$ cat config.mk
export PLATFORM = sky130hd
export DESIGN_NAME = lc3x_front
export DESIGN_NICKNAME = d
export VERILOG_FILES = /design/src/rtl/lc3x_pkg.sv /design/src/rtl/lc3x_front.sv
export SDC_FILE = /design/constraint.sdc
export NUM_CORES = 1
export LEC_CHECK = 0
export ABC_AREA = 1
export BUFFER_PORTS_ARGS = -buffer_cell sky130_fd_sc_hd__clkbuf_2
export CAP_MARGIN = 20
export CORE_AREA = 2 2 103 105
export CTS_CLUSTER_SIZE = 16
export DETAILED_ROUTE_END_ITERATION = 6
export DIE_AREA = 0 0 105 107
export PLACE_DENSITY = 0.7
export SLEW_MARGIN = 20
export SYNTH_ARGS = -nofsm -noshare
export SYNTH_HDL_FRONTEND = slang
export SYNTH_SLANG_ARGS = --single-unit
$ cat constraint.sdc
create_clock -name clk_i -period 4.95 [get_ports clk_i]
set_input_delay 0.495 -clock clk_i [delete_from_list [all_inputs] [get_ports clk_i]]
set_output_delay 0.495 -clock clk_i [all_outputs]
set_load 0.05 [all_outputs]
$ cat src/rtl/lc3x_pkg.sv
// Shared types and constants for the LC-3 instruction execute block.
// No dependencies.
package lc3x_pkg;

  localparam int unsigned MemAddrBitsDef = 16;
  localparam logic [15:0] PcReset = 16'h3000;

  localparam logic [2:0] FlagN = 3'b100;
  localparam logic [2:0] FlagZ = 3'b010;
  localparam logic [2:0] FlagP = 3'b001;

  typedef enum logic [1:0] {
    OP_EXEC  = 2'd0,
    OP_WRITE = 2'd1,
    OP_READ  = 2'd2,
    OP_NONE  = 2'd3
  } op_e;

  typedef enum logic [3:0] {
    OPC_BR   = 4'h0,
    OPC_ADD  = 4'h1,
    OPC_LD   = 4'h2,
    OPC_ST   = 4'h3,
    OPC_JSR  = 4'h4,
    OPC_AND  = 4'h5,
    OPC_LDR  = 4'h6,
    OPC_STR  = 4'h7,
    OPC_RTI  = 4'h8,
    OPC_NOT  = 4'h9,
    OPC_LDI  = 4'hA,
    OPC_STI  = 4'hB,
    OPC_JMP  = 4'hC,
    OPC_RES  = 4'hD,
    OPC_LEA  = 4'hE,
    OPC_TRAP = 4'hF
  } opc_e;

  localparam logic [7:0] TrapGetc = 8'h20;
  localparam logic [7:0] TrapOut  = 8'h21;
  localparam logic [7:0] TrapIn   = 8'h23;
  localparam logic [7:0] TrapHalt = 8'h25;

  // Input word as carried on the input channel.
  typedef struct packed {
    op_e         op;
    logic [15:0] instruction;
    logic [15:0] mem_addr;
    logic [15:0] mem_data;
    logic [7:0]  char_in;
  } in_t;

  // Decoded word handed from the front end to the back end.
  typedef struct packed {
    op_e         op;
    opc_e        opc;
    logic [15:0] ins;
    logic [15:0] mem_addr;
    logic [15:0] mem_data;
    logic [7:0]  char_in;
  } dec_t;

  typedef struct packed {
    logic [15:0] pc_value;
    logic [15:0] read_data;
    logic [2:0]  cond_flags;
    logic [7:0]  char_out;
    logic        char_out_valid;
    logic        halted;
  } res_t;

  typedef enum logic [2:0] {
    ST_IDLE,
    ST_RD1,
    ST_RD2,
    ST_WAIT,
    ST_DONE
  } st_e;

  function automatic logic [15:0] sext9(input logic [8:0] v);
    return {{7{v[8]}}, v};
  endfunction

  function automatic logic [15:0] sext6(input logic [5:0] v);
    return {{10{v[5]}}, v};
  endfunction

  function automatic logic [15:0] sext5(input logic [4:0] v);
    return {{11{v[4]}}, v};
  endfunction

  function automatic logic [15:0] sext11(input logic [10:0] v);
    return {{5{v[10]}}, v};
  endfunction

  function automatic logic [2:0] nzp(input logic [15:0] v);
    logic [2:0] f;
    if (v[15]) f = FlagN;
    else if (v == 16'd0) f = FlagZ;
    else f = FlagP;
    return f;
  endfunction

endpackage

$ cat src/rtl/lc3x_front.sv
// Front end: accepts words, decodes opcode, pushes into a two-entry queue.
// Depends on lc3x_pkg.
module lc3x_front
  import lc3x_pkg::*;
(
  input  logic        clk_i,
  input  logic        rst_ni,
  input  logic        in_valid_i,
  output logic        in_ready_o,
  input  logic [1:0]  op_i,
  input  logic [15:0] instruction_i,
  input  logic [15:0] mem_addr_i,
  input  logic [15:0] mem_data_i,
  input  logic [7:0]  char_in_i,
  output logic        q_valid_o,
  input  logic        q_pop_i,
  output dec_t        q_data_o
);
  dec_t     buf_q [2];
  logic     wp_q, rp_q;
  logic [1:0] cnt_q;
  dec_t     din;
  logic     push;

  always_comb begin
    din.op       = op_e'(op_i);
    din.opc      = opc_e'(instruction_i[15:12]);
    din.ins      = instruction_i;
    din.mem_addr = mem_addr_i;
    din.mem_data = mem_data_i;
    din.char_in  = char_in_i;
  end

  assign in_ready_o = (cnt_q != 2'd2);
  assign push       = in_valid_i && in_ready_o;
  assign q_valid_o  = (cnt_q != 2'd0);
  assign q_data_o   = buf_q[rp_q];

  always_ff @(posedge clk_i) begin
    if (push) begin
      buf_q[wp_q] <= din;
    end
  end

  always_ff @(posedge clk_i or negedge rst_ni) begin
    if (!rst_ni) begin
      wp_q  <= 1'b0;
      rp_q  <= 1'b0;
      cnt_q <= 2'd0;
    end else begin
      if (push) wp_q <= ~wp_q;
      if (q_pop_i) rp_q <= ~rp_q;
      cnt_q <= cnt_q + {1'b0, push} - {1'b0, q_pop_i};
    end
  end
endmodule

==> impl_metrics.csv <==
group,metric,value,unit
route,sum_of_routed_wire_length_over_all_layers,7830,µm
pwr,p_int,2530,µW
yosys,number_of_instances_in_the_synthesized_netlist,212,
sta,worst_slew_margin_rel,44.3,%
sta,hold_viol,0,
pwr,power.static_leakage,0.00227,µW
route,vias_per_cell,4.69,
grt,grt_first_pass_wirelength,11800,µm
layout,num-fill-cells,867,
sta,final-setup-viol-count,0,
die,std_cell_rows,37,
clock_network,clkLatencyLatePin,0.50,ns
route,detailroute.via_count,2326,
placed_design,place.detailed.instances,465,
die,horiz_die_dim,105,µm
route,number_of_iterations_in_the_first_detailed_routing_pass,4,
clock_network,cts_buffers,17,
clock_network,clk_root_buffer_cell,"sky130_fd_sc_hd__clkbuf_8",
run,cap_violations,0,
layout,nets,412,
pwr,power.density_cell_area,736,nW/µm²
route,wl_per_cell,15.8,µm
layout,layout.cells.most_common,"sky130_fd_sc_hd__clkbuf_2",
pwr,netSwitchingPower,1710,µW
layout,final_cell_mix,"sky130_fd_sc_hd__clkbuf_2, sky130_fd_sc_hd__edfxtp_1, sky130_fd_sc_hd__mux2_2",
pwr,max-vdd-ir-drop,0.409,mV
critical_path,critical_path.max_fanout,33,
critical_path,worstPathArrival,2.50,ns
critical_path,worst_ep_required_time,4.45,ns
worst_hold_path,hold_path_depth,1,
route,number_of_drc_violations_after_detailed_routing_iteration_0,93,
grt,groute.usage.overall,14.4,%
pwr,power_switching_share,40.3,%
placed_design,place.port_buffers,125,
yosys,synth.yosys.warnings,0,
clock_network,cts_tree,"built",
clock_network,clkTransAtPathRegs,0.06,ns
layout,final_layout_size_suffix_gt1_share,59.7,%
pwr,clock_power_share,25.7,%
yosys,synth.net_count,275,
sta,finalClockSkew,0.00628,ns
die,num_io_pins,126,
grt,grt_antenna_before_repair,0,
outcome,status,"complete, no violations",
critical_path,criticalPathCategory,"reg2out",
layout,synthToLayoutAreaGrowth,28.8,%
sta,slew_violations,0,
sta,fin_crit,2.99,ns
yosys,seq_area_frac_synth,80.2,%
die,area_of_the_placeable_core,10100,µm²
die,floorplan.initialDensity,44.3,%
grt,globalRouteMet3Util,5.47,%
sta,timing_worst_slew_pin_value,0.834,ns
clock_network,cts.repair_timing.setup_buffer_count,0,
grt,grt.overflow.total,0,
grt,number_of_global_route_vias_before_repair,2444,
grt,global_route_layer_with_the_greatest_usage,"met2",
pwr,power.sequential.fraction,35.1,%
route,post-route-drc-count,0,
layout,antennaDiodeCount,0,
critical_path,cp-start-kind,"flop",
sta,fin_tns_setup,0,ns
critical_path,timing.critical_path.to_type,"primary output",
placed_design,gp_congestion,0.699,
die,die_height,107,µm
clock_network,postCtsResizedCells,0,
yosys,syn-mean-instance-area,21.1,µm²
worst_hold_path,min_path_type,"in2reg",
grt,pin_count_of_the_biggest_net_entering_global_routing,35,
die,die-area,11200,µm²
sta,rsz0062_at_grt,"false",
pwr,power.share.combinational,39.3,%
critical_path,reg2reg_depth,4,
sta,achievable-frequency,0.334,GHz
clock_network,htreeDepth,4,
clock_network,cts_max_path_buffers,2,
grt,groute.layer.met1.usage,15.8,%
sta,layout_worst_path_cycle_share,60.4,%
grt,grtUsageMet2,24.9,%
layout,layout.cells.non_filler,496,
yosys,synthDistinctLibCells,16,
route,route.antenna.remaining_nets,0,
placed_design,place_hpwl,5150,µm
yosys,synth_area,4470,µm²
yosys,synth_seq_cells,120,
clock_network,cts_num_sinks,120,
## layout make-up
cell class              count  area [µm²]  area share, %
inverters                   5        18.8          0.326
well taps                 136         170           2.96
clock buffers              18         418           7.26
multi-input cells          76         793           13.8
repair buffers            129         658           11.4
flip-flops and latches    120        3580           62.3
clock inverters            12         111           1.94
## power groups by stage
stage               clock network [µW]  registers [µW]  logic (µW)
finish                            1090            1480        1660
global route                      1160            1510        1740
CTS                               1110            1490        1690
detailed placement                   0            1510        1680
global placement                     0            1500        1670
floorplan                            0            1460        1420
## path summary, 6_finish.rpt
check	startpoint	end	slack, ns
setup / recovery	rp_q	q_data_o[10]	1.96
hold / removal	mem_data_i[15]	buf_q[0][23]	0.18
setup reg to reg	cnt_q[1]	buf_q[1][35]	2.62
hold reg to reg	cnt_q[0]	cnt_q[0]	0.53
max in group asynchronous	rst_ni	rp_q	4.46
min in group asynchronous	rst_ni	wp_q	0.34
## worst max-delay path: stages, from the launching register on
cell and delay, ns:
sky130_fd_sc_hd__dfrtp_2 0.77, sky130_fd_sc_hd__buf_4 0.56, sky130_fd_sc_hd__mux2_2 0.40, sky130_fd_sc_hd__clkbuf_2 0.24
## registers in the layout, indices dropped and copies added (netlist names)
name   cells
wp_q       1
rp_q       1
cnt_q      2
buf_q    116
## kinds of logic (layout without fill, tap and decap cells)
family	after synthesis	in the layout	share of synthesized area [%]
compound gates	1	1	0.112
xor+xnor	1	1	0.196
fa+ha+maj	1	1	0.280
buf+inv	16	164	2.38
flops	120	120	80.2
mux	58	58	15.5
simple gates	15	15	1.37
## per-stage QoR
stage	worst slack (ns)	area (µm²)	util (%)	power [µW]	hold slack [ns]
3_3_place_gp	2.44	5220	51.7	3170	0.306
3_5_place_dp	2.43	5220	51.7	3190	0.311
6_report	1.96	5750	57.0	4230	0.181
4_1_cts	1.89	5750	57.0	4290	0.159
5_1_grt	1.82	5750	57.0	4400	0.150
2_1_floorplan	1.02	4470	-	2880	0.199
## cells in the mapped netlist (all sizes together)
cell / number / area (µm²)
buf: 11 / 87.6
dfrtp: 4 / 100
xor2: 1 / 8.76
a21oi: 1 / 5.00
mux2: 58 / 691
nand3: 1 / 5.00
nand3b: 1 / 7.51
edfxtp: 116 / 3480
nand2: 10 / 37.5
nor2: 3 / 11.3
inv: 5 / 18.8
ha: 1 / 12.5
## layer usage
layer / vias to the layer above / routed length (µm)
met1: 1136 / 3130
met4: 0 / 150
met3: 15 / 492
li1: 1090 / -
met2: 85 / 4050
met5: - / 0
## what timing repair did
| action | in CTS | in global routing |
|---|---|---|
| endpoints found under the setup margin | 0 | 0 |
| hold endpoints to repair | 4 | 0 |
| hold buffers | 1 | 0 |
Note: power is estimated with default switching activity, not from simulation.
